==> src/rtl/core/line_pixel_rasterizer_defines.svh <==
// ----------------------------------------------------------------------------
// Line pixel rasterizer assertion macros
// Shared property forms for the concurrent checks of the rasterizer.
// ----------------------------------------------------------------------------
`ifndef LINE_PIXEL_RASTERIZER_DEFINES_SVH
`define LINE_PIXEL_RASTERIZER_DEFINES_SVH

// same-cycle implication, sampled on clk, off during reset
`define LPR_ASSERT_NOW(label, ante, cons, msg) \
  label: assert property (@(posedge clk) disable iff (!rst_n) (ante) |-> (cons)) \
    else $error(msg);

// next-cycle implication, sampled on clk, off during reset
`define LPR_ASSERT_NEXT(label, ante, cons, msg) \
  label: assert property (@(posedge clk) disable iff (!rst_n) (ante) |=> (cons)) \
    else $error(msg);

`endif

==> src/rtl/core/lpr_pkg.sv <==
// ----------------------------------------------------------------------------
// Line pixel rasterizer package
// Widths, codes, queue item type and helpers shared by the rasterizer.
// ----------------------------------------------------------------------------
`timescale 1ns / 1ps
`default_nettype none

package lpr_pkg;

  localparam int COORD_BITS  = 12;
  localparam int ERR_BITS    = COORD_BITS + 3;
  localparam int COLOR_BITS  = 32;
  localparam int QUEUE_DEPTH = 2;
  localparam int QPTR_BITS   = $clog2(QUEUE_DEPTH);
  localparam int QCNT_BITS   = $clog2(QUEUE_DEPTH + 1);

  localparam logic REQ_LOAD = 1'b0;
  localparam logic REQ_STEP = 1'b1;

  localparam logic [1:0] PH_LOOP  = 2'd0;
  localparam logic [1:0] PH_START = 2'd1;
  localparam logic [1:0] PH_END   = 2'd2;

  typedef logic signed [COORD_BITS-1:0] coord_t;
  typedef logic signed [COORD_BITS:0]   wide_coord_t;
  typedef logic        [COORD_BITS-1:0] delta_t;
  typedef logic signed [ERR_BITS-1:0]   err_t;
  typedef logic        [COLOR_BITS-1:0] color_t;

  typedef struct packed {
    logic   req_type;
    logic   steep;
    logic   minor_step_neg;
    coord_t major_pos;
    coord_t major_end;
    coord_t minor_pos;
    delta_t delta_major;
    delta_t delta_minor;
    err_t   error_term;
    coord_t start_x;
    coord_t start_y;
    coord_t end_x;
    coord_t end_y;
    color_t color;
  } cmd_t;

  typedef struct packed {
    logic       busy;
    logic [1:0] phase;
    logic       emit_last;
  } back_stat_t;

  function automatic delta_t abs_delta(wide_coord_t v);
    wide_coord_t m;
    m = v[COORD_BITS] ? -v : v;
    return m[COORD_BITS-1:0];
  endfunction

endpackage

`default_nettype wire

==> src/rtl/core/lpr_if.sv <==
// ----------------------------------------------------------------------------
// Line pixel rasterizer channels
// Valid/ready channels for command items and pixel items.
// ----------------------------------------------------------------------------
`timescale 1ns / 1ps
`default_nettype none

interface lpr_in_if;
  logic                  valid;
  logic                  ready;
  logic                  req_type;
  lpr_pkg::coord_t       start_x;
  lpr_pkg::coord_t       start_y;
  lpr_pkg::coord_t       end_x;
  lpr_pkg::coord_t       end_y;
  lpr_pkg::color_t       color;

  modport source (output valid, req_type, start_x, start_y, end_x, end_y, color,
                  input ready);
  modport sink   (input valid, req_type, start_x, start_y, end_x, end_y, color,
                  output ready);
endinterface

interface lpr_out_if;
  logic                  valid;
  logic                  ready;
  lpr_pkg::coord_t       pixel_x;
  lpr_pkg::coord_t       pixel_y;
  lpr_pkg::color_t       pixel_color;
  logic                  last;

  modport source (output valid, pixel_x, pixel_y, pixel_color, last, input ready);
  modport sink   (input valid, pixel_x, pixel_y, pixel_color, last, output ready);
endinterface

`default_nettype wire

==> src/rtl/core/line_pixel_rasterizer.sv <==
// ----------------------------------------------------------------------------
// Line pixel rasterizer
// Bresenham line rasterizer: a load item sets up a line, each step item on an
// active line emits one pixel, loop pixels first, then start and end points.
// ----------------------------------------------------------------------------
// One item is taken per clock cycle, load or step, while the queue has room,
// and each step on an active line gives one pixel item, so pixels leave at
// one per cycle when the sink keeps ready high. A step item passes the front
// end into the two-entry command queue, then the stepper, whose add and
// compare on the error term updates the line and fills the output register.
// Input ready drops only while the queue is full, which happens when the
// output stays stalled.
`timescale 1ns / 1ps
`default_nettype none
`include "line_pixel_rasterizer_defines.svh"

module line_pixel_rasterizer (
  input  wire logic   clk,
  input  wire logic   rst_n,
  lpr_in_if.sink      in_ch,
  lpr_out_if.source   out_ch
);

  logic                  q_push, q_full, q_valid, q_pop;
  lpr_pkg::cmd_t         q_in_cmd, q_head_cmd;
  lpr_pkg::back_stat_t   stat;

  lpr_front u_front (
    .in_ch   (in_ch),
    .q_full  (q_full),
    .q_push  (q_push),
    .q_cmd   (q_in_cmd)
  );

  lpr_queue u_queue (
    .clk        (clk),
    .rst_n      (rst_n),
    .push       (q_push),
    .push_cmd   (q_in_cmd),
    .pop        (q_pop),
    .full       (q_full),
    .head_valid (q_valid),
    .head_cmd   (q_head_cmd)
  );

  lpr_back u_back (
    .clk     (clk),
    .rst_n   (rst_n),
    .q_valid (q_valid),
    .q_cmd   (q_head_cmd),
    .q_pop   (q_pop),
    .stat    (stat),
    .out_ch  (out_ch)
  );

  `LPR_ASSERT_NOW(a_pop_needs_item, q_pop, q_valid, "queue popped while empty")
  `LPR_ASSERT_NOW(a_idle_phase, !stat.busy, stat.phase == lpr_pkg::PH_LOOP, "idle with phase set")
  `LPR_ASSERT_NEXT(a_last_ends_line, stat.emit_last, !stat.busy && out_ch.valid && out_ch.last, "end point did not close the line")

endmodule

`default_nettype wire

==> src/rtl/core/lpr_front.sv <==
// ----------------------------------------------------------------------------
// Line pixel rasterizer front end
// Accepts command items and works out octant, ordering and error setup.
// ----------------------------------------------------------------------------
`timescale 1ns / 1ps
`default_nettype none

module lpr_front (
  lpr_in_if.sink          in_ch,
  input  wire logic       q_full,
  output logic            q_push,
  output lpr_pkg::cmd_t   q_cmd
);

  lpr_pkg::wide_coord_t dx, dy, dmaj, dmin;
  lpr_pkg::delta_t      adx, ady, adin;
  logic                 steep, swap;
  lpr_pkg::err_t        err0;

  assign in_ch.ready = !q_full;
  assign q_push      = in_ch.valid && !q_full;

  always_comb begin
    dx    = lpr_pkg::wide_coord_t'(in_ch.end_x) - lpr_pkg::wide_coord_t'(in_ch.start_x);
    dy    = lpr_pkg::wide_coord_t'(in_ch.end_y) - lpr_pkg::wide_coord_t'(in_ch.start_y);
    adx   = lpr_pkg::abs_delta(dx);
    ady   = lpr_pkg::abs_delta(dy);
    steep = !(ady < adx);
    dmaj  = steep ? dy : dx;
    dmin  = steep ? dx : dy;
    swap  = dmaj[lpr_pkg::COORD_BITS];
    adin  = steep ? adx : ady;
    err0  = lpr_pkg::err_t'({2'b00, adin, 1'b0})
          - lpr_pkg::err_t'({3'b000, (steep ? ady : adx)});

    q_cmd.req_type       = in_ch.req_type;
    q_cmd.steep          = steep;
    q_cmd.minor_step_neg = swap ? (!dmin[lpr_pkg::COORD_BITS] && (dmin != '0))
                                : dmin[lpr_pkg::COORD_BITS];
    if (steep) begin
      q_cmd.major_pos = swap ? in_ch.end_y   : in_ch.start_y;
      q_cmd.major_end = swap ? in_ch.start_y : in_ch.end_y;
      q_cmd.minor_pos = swap ? in_ch.end_x   : in_ch.start_x;
    end else begin
      q_cmd.major_pos = swap ? in_ch.end_x   : in_ch.start_x;
      q_cmd.major_end = swap ? in_ch.start_x : in_ch.end_x;
      q_cmd.minor_pos = swap ? in_ch.end_y   : in_ch.start_y;
    end
    q_cmd.delta_major = steep ? ady : adx;
    q_cmd.delta_minor = adin;
    q_cmd.error_term  = err0;
    q_cmd.start_x     = in_ch.start_x;
    q_cmd.start_y     = in_ch.start_y;
    q_cmd.end_x       = in_ch.end_x;
    q_cmd.end_y       = in_ch.end_y;
    q_cmd.color       = in_ch.color;
  end

endmodule

`default_nettype wire

==> src/rtl/core/lpr_queue.sv <==
// ----------------------------------------------------------------------------
// Line pixel rasterizer command queue
// Short register queue between the front end and the pixel stepper.
// ----------------------------------------------------------------------------
`timescale 1ns / 1ps
`default_nettype none

module lpr_queue (
  input  wire logic           clk,
  input  wire logic           rst_n,
  input  wire logic           push,
  input  wire lpr_pkg::cmd_t  push_cmd,
  input  wire logic           pop,
  output logic                full,
  output logic                head_valid,
  output lpr_pkg::cmd_t       head_cmd
);

  lpr_pkg::cmd_t                    entry_r [lpr_pkg::QUEUE_DEPTH];
  logic [lpr_pkg::QPTR_BITS-1:0]    wr_ptr_r, wr_ptr_nxt;
  logic [lpr_pkg::QPTR_BITS-1:0]    rd_ptr_r, rd_ptr_nxt;
  logic [lpr_pkg::QCNT_BITS-1:0]    count_r, count_nxt;

  assign full       = (count_r == lpr_pkg::QCNT_BITS'(lpr_pkg::QUEUE_DEPTH));
  assign head_valid = (count_r != '0);
  assign head_cmd   = entry_r[rd_ptr_r];

  always_comb begin
    wr_ptr_nxt = push ? wr_ptr_r + 1'b1 : wr_ptr_r;
    rd_ptr_nxt = pop  ? rd_ptr_r + 1'b1 : rd_ptr_r;
    count_nxt  = count_r;
    if (push && !pop) begin
      count_nxt = count_r + 1'b1;
    end else if (pop && !push) begin
      count_nxt = count_r - 1'b1;
    end
  end

  always_ff @(posedge clk) begin
    if (!rst_n) begin
      wr_ptr_r <= '0;
      rd_ptr_r <= '0;
      count_r  <= '0;
    end else begin
      wr_ptr_r <= wr_ptr_nxt;
      rd_ptr_r <= rd_ptr_nxt;
      count_r  <= count_nxt;
    end
  end

  always_ff @(posedge clk) begin
    if (push) begin
      entry_r[wr_ptr_r] <= push_cmd;
    end
  end

endmodule

`default_nettype wire

==> src/rtl/core/lpr_back.sv <==
// ----------------------------------------------------------------------------
// Line pixel rasterizer stepper
// Holds the active line and emits one pixel per step item on an active line.
// ----------------------------------------------------------------------------
`timescale 1ns / 1ps
`default_nettype none

module lpr_back (
  input  wire logic             clk,
  input  wire logic             rst_n,
  input  wire logic             q_valid,
  input  wire lpr_pkg::cmd_t    q_cmd,
  output logic                  q_pop,
  output lpr_pkg::back_stat_t   stat,
  lpr_out_if.source             out_ch
);

  logic                busy_r, busy_nxt;
  logic [1:0]          phase_r, phase_nxt;
  logic                steep_r, steep_nxt;
  logic                neg_r, neg_nxt;
  lpr_pkg::coord_t     major_r, major_nxt;
  lpr_pkg::coord_t     major_end_r, major_end_nxt;
  lpr_pkg::coord_t     minor_r, minor_nxt;
  lpr_pkg::delta_t     dmaj_r, dmaj_nxt;
  lpr_pkg::delta_t     dmin_r, dmin_nxt;
  lpr_pkg::err_t       err_r, err_nxt;
  lpr_pkg::coord_t     sx_r, sx_nxt, sy_r, sy_nxt, ex_r, ex_nxt, ey_r, ey_nxt;
  lpr_pkg::color_t     color_r, color_nxt;

  logic                ovalid_r, ovalid_nxt;
  lpr_pkg::coord_t     ox_r, ox_nxt, oy_r, oy_nxt;
  lpr_pkg::color_t     ocolor_r, ocolor_nxt;
  logic                olast_r, olast_nxt;

  logic                out_free, do_load, do_step, emit_last;
  lpr_pkg::coord_t     major_inc;

  assign out_free = !ovalid_r || out_ch.ready;
  assign q_pop    = q_valid && ((q_cmd.req_type == lpr_pkg::REQ_LOAD) || out_free);
  assign do_load  = q_pop && (q_cmd.req_type == lpr_pkg::REQ_LOAD);
  assign do_step  = q_pop && (q_cmd.req_type == lpr_pkg::REQ_STEP) && busy_r;
  assign major_inc = major_r + 1'b1;

  assign emit_last      = do_step && (phase_r == lpr_pkg::PH_END);
  assign stat.busy      = busy_r;
  assign stat.phase     = phase_r;
  assign stat.emit_last = emit_last;

  assign out_ch.valid       = ovalid_r;
  assign out_ch.pixel_x     = ox_r;
  assign out_ch.pixel_y     = oy_r;
  assign out_ch.pixel_color = ocolor_r;
  assign out_ch.last        = olast_r;

  always_comb begin
    busy_nxt      = busy_r;
    phase_nxt     = phase_r;
    steep_nxt     = steep_r;
    neg_nxt       = neg_r;
    major_nxt     = major_r;
    major_end_nxt = major_end_r;
    minor_nxt     = minor_r;
    dmaj_nxt      = dmaj_r;
    dmin_nxt      = dmin_r;
    err_nxt       = err_r;
    sx_nxt        = sx_r;
    sy_nxt        = sy_r;
    ex_nxt        = ex_r;
    ey_nxt        = ey_r;
    color_nxt     = color_r;
    ovalid_nxt    = ovalid_r && !out_ch.ready;
    ox_nxt        = ox_r;
    oy_nxt        = oy_r;
    ocolor_nxt    = ocolor_r;
    olast_nxt     = olast_r;

    if (do_load) begin
      busy_nxt      = 1'b1;
      phase_nxt     = (q_cmd.delta_major != '0) ? lpr_pkg::PH_LOOP : lpr_pkg::PH_START;
      steep_nxt     = q_cmd.steep;
      neg_nxt       = q_cmd.minor_step_neg;
      major_nxt     = q_cmd.major_pos;
      major_end_nxt = q_cmd.major_end;
      minor_nxt     = q_cmd.minor_pos;
      dmaj_nxt      = q_cmd.delta_major;
      dmin_nxt      = q_cmd.delta_minor;
      err_nxt       = q_cmd.error_term;
      sx_nxt        = q_cmd.start_x;
      sy_nxt        = q_cmd.start_y;
      ex_nxt        = q_cmd.end_x;
      ey_nxt        = q_cmd.end_y;
      color_nxt     = q_cmd.color;
    end else if (do_step) begin
      ovalid_nxt = 1'b1;
      ocolor_nxt = color_r;
      olast_nxt  = 1'b0;
      case (phase_r)
        lpr_pkg::PH_LOOP: begin
          ox_nxt = steep_r ? minor_r : major_r;
          oy_nxt = steep_r ? major_r : minor_r;
          if (err_r > 0) begin
            minor_nxt = neg_r ? minor_r - 1'b1 : minor_r + 1'b1;
            err_nxt   = err_r + lpr_pkg::err_t'({2'b00, dmin_r, 1'b0})
                      - lpr_pkg::err_t'({2'b00, dmaj_r, 1'b0});
          end else begin
            err_nxt   = err_r + lpr_pkg::err_t'({2'b00, dmin_r, 1'b0});
          end
          major_nxt = major_inc;
          if (major_inc == major_end_r) begin
            phase_nxt = lpr_pkg::PH_START;
          end
        end
        lpr_pkg::PH_START: begin
          ox_nxt    = sx_r;
          oy_nxt    = sy_r;
          phase_nxt = lpr_pkg::PH_END;
        end
        default: begin
          ox_nxt    = ex_r;
          oy_nxt    = ey_r;
          olast_nxt = 1'b1;
          busy_nxt  = 1'b0;
          phase_nxt = lpr_pkg::PH_LOOP;
        end
      endcase
    end
  end

  always_ff @(posedge clk) begin
    if (!rst_n) begin
      busy_r   <= 1'b0;
      phase_r  <= lpr_pkg::PH_LOOP;
      ovalid_r <= 1'b0;
    end else begin
      busy_r   <= busy_nxt;
      phase_r  <= phase_nxt;
      ovalid_r <= ovalid_nxt;
    end
  end

  always_ff @(posedge clk) begin
    steep_r     <= steep_nxt;
    neg_r       <= neg_nxt;
    major_r     <= major_nxt;
    major_end_r <= major_end_nxt;
    minor_r     <= minor_nxt;
    dmaj_r      <= dmaj_nxt;
    dmin_r      <= dmin_nxt;
    err_r       <= err_nxt;
    sx_r        <= sx_nxt;
    sy_r        <= sy_nxt;
    ex_r        <= ex_nxt;
    ey_r        <= ey_nxt;
    color_r     <= color_nxt;
    ox_r        <= ox_nxt;
    oy_r        <= oy_nxt;
    ocolor_r    <= ocolor_nxt;
    olast_r     <= olast_nxt;
  end

endmodule

`default_nettype wire

==> src/flat_wrapper.sv <==
// flat-port wrapper written by rule: the top's interface ports become plain ports
module line_pixel_rasterizer_flat 
  (clk, rst_n, in_ch_valid, in_ch_req_type, in_ch_start_x, in_ch_start_y, in_ch_end_x, in_ch_end_y, in_ch_color, in_ch_ready, out_ch_valid, out_ch_pixel_x, out_ch_pixel_y, out_ch_pixel_color, out_ch_last, out_ch_ready);
  lpr_in_if in_ch_i ();
  lpr_out_if out_ch_i ();
  input  wire logic clk;
  input  wire logic rst_n;
  input wire logic [$bits(in_ch_i.valid)-1:0] in_ch_valid;
  input wire logic [$bits(in_ch_i.req_type)-1:0] in_ch_req_type;
  input wire logic [$bits(in_ch_i.start_x)-1:0] in_ch_start_x;
  input wire logic [$bits(in_ch_i.start_y)-1:0] in_ch_start_y;
  input wire logic [$bits(in_ch_i.end_x)-1:0] in_ch_end_x;
  input wire logic [$bits(in_ch_i.end_y)-1:0] in_ch_end_y;
  input wire logic [$bits(in_ch_i.color)-1:0] in_ch_color;
  output wire logic [$bits(in_ch_i.ready)-1:0] in_ch_ready;
  output wire logic [$bits(out_ch_i.valid)-1:0] out_ch_valid;
  output wire logic [$bits(out_ch_i.pixel_x)-1:0] out_ch_pixel_x;
  output wire logic [$bits(out_ch_i.pixel_y)-1:0] out_ch_pixel_y;
  output wire logic [$bits(out_ch_i.pixel_color)-1:0] out_ch_pixel_color;
  output wire logic [$bits(out_ch_i.last)-1:0] out_ch_last;
  input wire logic [$bits(out_ch_i.ready)-1:0] out_ch_ready;
  assign in_ch_i.valid = in_ch_valid;
  assign in_ch_i.req_type = in_ch_req_type;
  assign in_ch_i.start_x = in_ch_start_x;
  assign in_ch_i.start_y = in_ch_start_y;
  assign in_ch_i.end_x = in_ch_end_x;
  assign in_ch_i.end_y = in_ch_end_y;
  assign in_ch_i.color = in_ch_color;
  assign in_ch_ready = in_ch_i.ready;
  assign out_ch_valid = out_ch_i.valid;
  assign out_ch_pixel_x = out_ch_i.pixel_x;
  assign out_ch_pixel_y = out_ch_i.pixel_y;
  assign out_ch_pixel_color = out_ch_i.pixel_color;
  assign out_ch_last = out_ch_i.last;
  assign out_ch_i.ready = out_ch_ready;
  line_pixel_rasterizer u_core (.clk(clk), .rst_n(rst_n), .in_ch(in_ch_i), .out_ch(out_ch_i));
endmodule
==> config.mk <==
export PLATFORM = sky130hd
export DESIGN_NAME = line_pixel_rasterizer_flat
export DESIGN_NICKNAME = d
export VERILOG_FILES = /design/src/rtl/core/lpr_pkg.sv /design/src/rtl/core/lpr_if.sv /design/src/rtl/core/line_pixel_rasterizer.sv /design/src/rtl/core/lpr_front.sv /design/src/rtl/core/lpr_queue.sv /design/src/rtl/core/lpr_back.sv /design/src/flat_wrapper.sv
export VERILOG_INCLUDE_DIRS = /design/src /design/src/rtl/core
export SDC_FILE = /design/constraint.sdc
export NUM_CORES = 1
export LEC_CHECK = 0
export BUFFER_PORTS_ARGS = -buffer_cell sky130_fd_sc_hd__buf_2
export CAP_MARGIN = 20
export CORE_MARGIN = 1
export CORE_UTILIZATION = 35
export DETAILED_ROUTE_END_ITERATION = 10
export GPL_TIMING_DRIVEN = 0
export SETUP_SLACK_MARGIN = 0.5
export SLEW_MARGIN = 20
export SYNTH_ARGS = -nofsm -noshare
export SYNTH_HDL_FRONTEND = slang
export SYNTH_SLANG_ARGS = --single-unit
export TNS_END_PERCENT = 20
==> constraint.sdc <==
create_clock -name clk -period 21.4 [get_ports clk]
set_input_delay 4.28 -clock clk [delete_from_list [all_inputs] [get_ports clk]]
set_output_delay 4.28 -clock clk [all_outputs]
set_load 0.03 [all_outputs]
==> summary.md, run 1 <==
| Metric | Value |
|---|---|
| Status | finished, final reports clean |
| First-pass GRT wire length | 95200 µm |
| Worst Setup Slack, final | 8.81 ns |
| CP Launch Type | input port |
| Row Count | 97 |
| Top_reg_cell synth | edfxtp_1 |
| Share of cells above drive strength 1 | 19.2% |
| Area growth, synth to finish | 16.4% |
| CP top delay family | compound AO/OA/AOI/OAI gates |
| Post-route setup TNS | 0 ns |
| Via count | 15.4k |
| Clk_lat worst skew | 0.61 ns |
| Highest routed layer | met4 |
| Die area | 72700 µm² |
| Pre-CTS setup slack | 8.24 ns |
| Antenna violations before repair | 2 |
| Worst Tran Pin Value | 1.02 ns |
| Clock skew | 0.0189 ns |
| Bufs and invs on worst path | 7 |
| GRT Overall Usage | 17.2% |
| Critical Path Slowest Stage Cell | mux2i_1 |
| I/O pin cnt | 144 |
| Mapped Area | 25100 µm² |
| Vias in the first global route | 15.5k |
| Number of synthesized flops with an enable pin | 526 |
| Cell at the root of the clock tree | clkbuf_16 |
| Fillers | 6483 |
| Reg2reg path depth | 19 |
| Metal-1 WL | 28600 µm |
| Most frequent cell after synthesis | edfxtp_1 |
| Leakage | 10.6 nW |
| Syn Area/Cell | 13.5 µm² |
| Port Buf Inserts | 143 |
| FF-to-FF Start | u_core.u_back.err_r[1] |
| Share of the synthesized area in the top cell type | 63.0% |
| Clock Sinks | 535 |
| Drt total wl | 63600 µm |
| MaxCap Viol Count | 0 |
| Hold/Removal Path Class | reg -> reg |
| Met2 wire len | 30600 µm |
| Post-CTS Setup Inserts | 0 |
| Fmax | 79.4 MHz |
| Total power | 4.73 mW |
| Dpl cells | 2958 |
| Power per Cell Area | 162 nW/µm² |
| Dpl hpwl | 47500 µm |
| Remaining Overflow, GRT | 0 |
| Initial Utilization | 35.6% |
| Worst EP required | 21.76 ns |
| Layout Nets | 2240 |
| Crit. End Element | register |
| Remaining DRCs | 0 |
| Max Root-Sink Buffers | 3 |
| Antenna-violating nets left | 0 |
| CP max stage delay | 0.67 ns |
| Placement Cell Area | 27400 µm² |
| CP Data Arrival Time | 12.96 ns |
| Ys Warns | 0 |
| Clock transition at the registers of the reported paths | 0.06 ns |
| Die Width | 270 µm |
| Met3 wire length | 2460 µm |
| Vias/cell | 5.04 |
| Area leader, netlist | edfxtp_1 |
| Synth Net Count | 2024 |
| Number of register bits inferred by synthesis | 535 |
| Final Cycle Share | 58.9% |
| Max IR drop VDD | 61.6 µV |
| Count of cell types in the netlist | 74 |
| Count of final setup violators | 0 |
| # H-tree levels | 2 |
| CORE AREA | 70500 µm² |
| Hold slack | 0.416 ns |
| Hold path depth | 0 |
| Inserted Clock Buffers | 56 |
| DRT iter0 DRCs | 1086 |
| Rel. slew slack | 31.3% |
| WL/cell | 20.8 µm |
| First-pass iteration count of the detailed router | 5 |
| Crit path top cell by count | a21o_1 |
| HP Start | u_core.u_back.color_r[9] |
| Die height | 270 µm |
| CTS tree | yes |
| FF-to-FF End | u_core.u_back.err_r[14] |
| Worst Hold End | u_core.u_back.out_ch.pixel_color[9] |
| Synth cell count leaders | edfxtp_1 (526), a21oi_1 (160), nor2_1 (149) |
| Largest net degree at the start of global routing | 55 |
| Synth async-reset ratio | 0% |
| Top post-synthesis cells by area | edfxtp_1 (63%), mux2_2 (5.5%), mux2i_1 (3.8%) |
| Final instance area | 29200 µm² |
| Hold buffers post-CTS | 0 |
| Gate Count Post-Synth | 1860 |
| Minimum clock period | 12.59 ns |
| Final Hold Vio Count | 0 |
| Cell Count, Final, Fillers Out | 3061 |
| RePlAce Congestion | 0.891 |
| Setup CP Type | in -> reg |
| CP Max Fanout | 10 |
| Register area share after synthesis | 63.7% |
| Setup slack, reg-to-reg | 17.17 ns |
| Final Max Tran Viols | 0 |
| RSZ-0062 raised after global routing | false |
| Util after Layout | 41.4% |
| CTS resizes | 0 |
==> cell usage in the layout, fill, tap and decap left out, types with 8 or more instances in the layout <==
| master | synthesis | final |
|---|---|---|
| nor4_1 | 10 | 10 |
| o21ai_0 | 72 | 71 |
| o21bai_1 | 10 | 10 |
| a211oi_1 | 27 | 27 |
| nor3_1 | 14 | 14 |
| mux2i_1 | 94 | 94 |
| a31oi_1 | 11 | 11 |
| nor2_1 | 149 | 148 |
| inv_1 | 106 | 105 |
| buf_1 | 8 | 8 |
| xor2_1 | 41 | 41 |
| clkbuf_1 | 49 | 62 |
| nand2b_1 | 15 | 15 |
| clkinv_1 | 1 | 9 |
| clkinv_2 | 0 | 8 |
| nand3_1 | 15 | 15 |
| clkbuf_16 | 0 | 56 |
| a21o_1 | 20 | 20 |
| edfxtp_1 | 526 | 526 |
| nor2b_1 | 31 | 31 |
| nand4_1 | 8 | 8 |
| a21oi_1 | 160 | 160 |
| dfxtp_1 | 9 | 9 |
| buf_12 | 1 | 9 |
| ha_1 | 74 | 74 |
| xnor2_1 | 62 | 62 |
| buf_2 | 14 | 157 |
| nand2_1 | 92 | 91 |
| mux2_2 | 122 | 122 |
==> worst max-delay path by stage <==
| stage | startpoint | end | slack, ns | cells after the start |
|---|---|---|---|---|
| 5_1_grt | in_ch_end_y[0] | u_core.u_queue.entry_r[0][92] | 8.33 | 33 |
| 6_report | in_ch_end_x[0] | u_core.u_queue.entry_r[0][92] | 8.81 | 33 |
| 4_1_cts | in_ch_end_y[0] | u_core.u_queue.entry_r[0][92] | 8.86 | 33 |
| 2_1_floorplan | in_ch_valid | u_core.u_queue.entry_r[0][0] | 9.87 | 2 |
| 3_3_place_gp | in_ch_valid | u_core.u_queue.entry_r[0][38] | 5.36 | 3 |
| 3_5_place_dp | in_ch_end_y[0] | u_core.u_queue.entry_r[0][92] | 8.24 | 33 |
==> cells by family after synthesis <==
group	synth area share, %
DFF	63.7
and+or+nand+nor	6.76
AOI/OAI and AO/OA	8.84
muxes	9.67
buffers and inverters	2.96
xor gates and xnor gates	3.60
adders and majority gates	4.47
==> power breakdown <==
group | internal, mW | leakage (nW) | switching [mW]
clock network | 0.567 | 0.879 | 0.401
registers | 1.64 | 4.96 | 0.105
logic | 0.773 | 4.73 | 1.25
total | 2.98 | 10.6 | 1.75
==> routing by layer <==
| layer | GRT usage (%) | vias up |
|---|---|---|
| met5 | 0 | - |
| li1 | - | 7339 |
| met2 | 28.7 | 366 |
| met4 | 6.15 | 0 |
| met3 | 2.44 | 99 |
| met1 | 22.7 | 7628 |
==> cell type report <==
cell class                 count  area (µm²)  share of cell area (%)
clock inverter                32         375                    1.29
multi-input combinational   1143        8380                    28.7
buffer                        75         345                    1.18
tap                          940        1180                    4.03
timing repair buffer         158        1070                    3.66
antenna                        1        2.50                 0.00857
inverter                     107         404                    1.38
sequential                   535       16000                    54.7
clock buffer                  70        1450                    4.98
==> sequential cells by signal, indices dropped and copies added (netlist names), 15 cells and up, named ones only <==
register / flops
u_core.u_queue.entry_r: 312
u_core.u_back.color_r: 32
u_core.u_back.out_ch.pixel_color: 32
u_core.u_back.err_r: 15
==> worst register-to-register path: stages, from the launching register on <==
cell	delay (ns)
edfxtp_1	0.42
ha_1	0.25
fa_1	0.58
ha_1	0.25
nor2b_1	0.12
o21ai_0	0.20
a21boi_0	0.16
o21ai_0	0.23
a21boi_0	0.16
o21ai_0	0.22
a21boi_0	0.14
o21ai_0	0.18
nand2b_1	0.11
a21o_1	0.19
a21o_1	0.20
nand2_1	0.08
a31oi_1	0.09
xor2_1	0.17
nand2_1	0.07
o21ai_0	0.10
Note: power is estimated with default switching activity, not from simulation.
==> run 2, diff against run 1 <==
==> constraint.sdc (replaced) <==
create_clock -name clk -period 10.2 [get_ports clk]
set_input_delay 2.04 -clock clk [delete_from_list [all_inputs] [get_ports clk]]
set_output_delay 2.04 -clock clk [all_outputs]
set_load 0.03 [all_outputs]
==> run 2 against run 1 <==
Non-clock buffer count increased by 8. Largest power group unchanged. Cell area increased by 0.65%. Flip-flop and latch count unchanged. Core utilization rose by 0.27 points.
==> summary.md, run 2 (synthesized netlist as in run 1, its figures left out) <==
| Metric | Value |
|---|---|
| First-pass iteration count of the detailed router | 5 (unchanged) |
| Crit path top cell by count | buf_2 |
| Vias/cell | 5.03 (-0.17%) |
| Post-route setup TNS | 0 ns (unchanged) |
| I/O pin cnt | 144 (unchanged) |
| Area growth, synth to finish | 17.1% |
| Final Hold Vio Count | 0 (unchanged) |
| Final Max Tran Viols | 0 (unchanged) |
| CP Launch Type | input port |
| Clock skew | 0.0179 ns (-0.000953 ns) |
| # H-tree levels | 2 (unchanged) |
| FF/Latch Area | 16000 µm² (unchanged) |
| CTS tree | yes |
| Dpl hpwl | 47500 µm (unchanged) |
| Die Width | 270 µm (unchanged) |
| Max IR drop VDD | 131 µV (+110%) |
| Worst Setup Slack, final | 0.826 ns (-7.98 ns) |
| Clock transition at the registers of the reported paths | 0.06 ns (about the same) |
| RSZ-0062 raised after global routing | false |
| Layout Nets | 2248 (+0.36%) |
| Clock Sinks | 535 (unchanged) |
| Hold buffers post-CTS | 0 (unchanged) |
| CORE AREA | 70500 µm² (unchanged) |
| Cell Count, Final, Fillers Out | 3069 (+0.26%) |
| Row Count | 97 (unchanged) |
| Vias in the first global route | 15.5k (+0.052%) |
| Worst EP required | 10.60 ns (-11.16 ns) |
| Power per Cell Area | 340 nW/µm² (+110%) |
| First-pass GRT wire length | 95300 µm (about the same) |
| Minimum clock period | 9.37 ns |
| Antenna-violating nets left | 0 (unchanged) |
| CP max stage delay | 0.42 ns (-0.25 ns) |
| MaxCap Viol Count | 0 (unchanged) |
| Cell at the root of the clock tree | clkbuf_16 |
| Share of cells above drive strength 1 | 20.3% (+1.1 points) |
| Antenna violations before repair | 2 (unchanged) |
| Max Root-Sink Buffers | 3 (unchanged) |
| Remaining DRCs | 0 (unchanged) |
| Initial Utilization | 35.6% (unchanged) |
| Status | finished, final reports clean |
| Clk_lat worst skew | 0.61 ns (about the same) |
| Rel. slew slack | 31.0% (-0.37 points) |
| Hold slack | 0.416 ns (+0.00000200 ns) |
| CP Max Fanout | 10 (unchanged) |
| Hold/Removal Path Class | reg -> reg |
| Fillers | 6453 (-0.46%) |
| Leakage | 10.7 nW (+0.79%) |
| Port Buf Inserts | 143 (unchanged) |
| Via count | 15.4k (+0.091%) |
| Setup CP Type | in -> reg |
| Max reg flops | 312 (unchanged) |
| WL/cell | 20.7 µm (-0.21%) |
| Die area | 72700 µm² (unchanged) |
| RePlAce Congestion | 0.891 (unchanged) |
| CP top delay family | compound AO/OA/AOI/OAI gates |
| CP Data Arrival Time | 9.78 ns (-3.18 ns) |
| DRT iter0 DRCs | 1065 (-1.9%) |
| Inserted Clock Buffers | 56 (unchanged) |
| Commonest non-fill, non-tap cell in the layout | edfxtp_1 |
| Most frequent cells in the layout | edfxtp_1 (526), a21oi_1 (159), buf_2 (158) |
| Remaining Overflow, GRT | 0 (unchanged) |
| Total power | 9.98 mW (+110%) |
| Die height | 270 µm (unchanged) |
| Drt total wl | 63600 µm (about the same) |
| Bufs and invs on worst path | 9 (+2) |
| Fmax | 107 MHz |
| Worst Tran Pin Value | 1.03 ns (+0.00550 ns) |
| Crit. End Element | register |
| Largest net degree at the start of global routing | 55 (unchanged) |
| Count of final setup violators | 0 (unchanged) |
| Largest register by flop count | u_core.u_queue.entry_r |
| Pre-CTS setup slack | -0.718 ns (-8.96 ns) |
| Critical Path Slowest Stage Cell | fa_1 |
| GRT Overall Usage | 17.2% (about the same) |
| Multi-input logic area | 8500 µm² (+1.5%) |
| Final Cycle Share | 91.9% |
| Dpl cells | 2958 (unchanged) |
-- run 2: cell count changes in the layout (fill, tap and decap cells not counted), moves of 2 or more --
cell / change
buf_4: +8
xor2_1: -5
xor2_2: +4
xnor2_1: -3
xnor2_2: +3
clkbuf_1: -2
-- run 2: worst paths after layout --
| kind | start | to | slack (ns) | cells past startpoint |
|---|---|---|---|---|
| max | in_ch_end_x[0] | u_core.u_queue.entry_r[0][92] | 0.83 | 35 |
| min reg2reg | u_core.u_back.color_r[9] | u_core.u_back.out_ch.pixel_color[9] | 0.42 | 0 |
| min | u_core.u_back.color_r[9] | u_core.u_back.out_ch.pixel_color[9] | 0.42 | 0 |
| max reg2reg | u_core.u_back.err_r[1] | u_core.u_back.err_r[14] | 5.96 | 19 |
-- run 2: area by class of cell --
type                    instances  area share [%]
inverters                     107            1.38
clock buffers                  70            4.95
well taps                     940            4.00
multi-input cells            1143            29.0
diodes                          1         0.00852
clock inverters                32            1.28
plain buffers                  75            1.20
repair buffers                166            3.84
flip-flops and latches        535            54.4
-- run 2: through the flow --
stage	area [µm²]	util (%)
detailed placement	27400	38.8
CTS	29300	41.5
floorplan	25100	-
global route	29400	41.7
global placement	27000	38.3
finish	29400	41.7
-- run 2: metal layers --
| layer | vias up | routed length, µm | track usage, % |
|---|---|---|---|
| met2 | 365 | 30600 | 28.7 |
| met3 | 97 | 2510 | 2.44 |
| met5 | - | 0 | 0 |
| li1 | 7347 | - | - |
| met4 | 0 | 1870 | 6.15 |
| met1 | 7637 | 28600 | 22.7 |
-- run 2: power breakdown --
group          switching [mW]  internal, mW  leakage, nW
registers               0.218          3.44         4.96
logic                    2.63          1.66         4.81
clock network           0.842          1.19        0.879
total                    3.70          6.29         10.7
-- run 2: worst register-to-register path, delay by kind of cell, from the launching register on --
| kind | cells | cell delay [ns] |
|---|---|---|
| DFF | 1 | 0.42 |
| adders and majority gates | 3 | 1.08 |
| and+or+nand+nor | 4 | 0.38 |
| xor gates and xnor gates | 1 | 0.17 |
| AOI/OAI and AO/OA | 11 | 1.88 |
-- run 2: timing repair --
item	CTS	global route
endpoints found under the setup margin	12	12
setup buffers	3	5
pin swaps	1	3
gates resized for setup	12	13
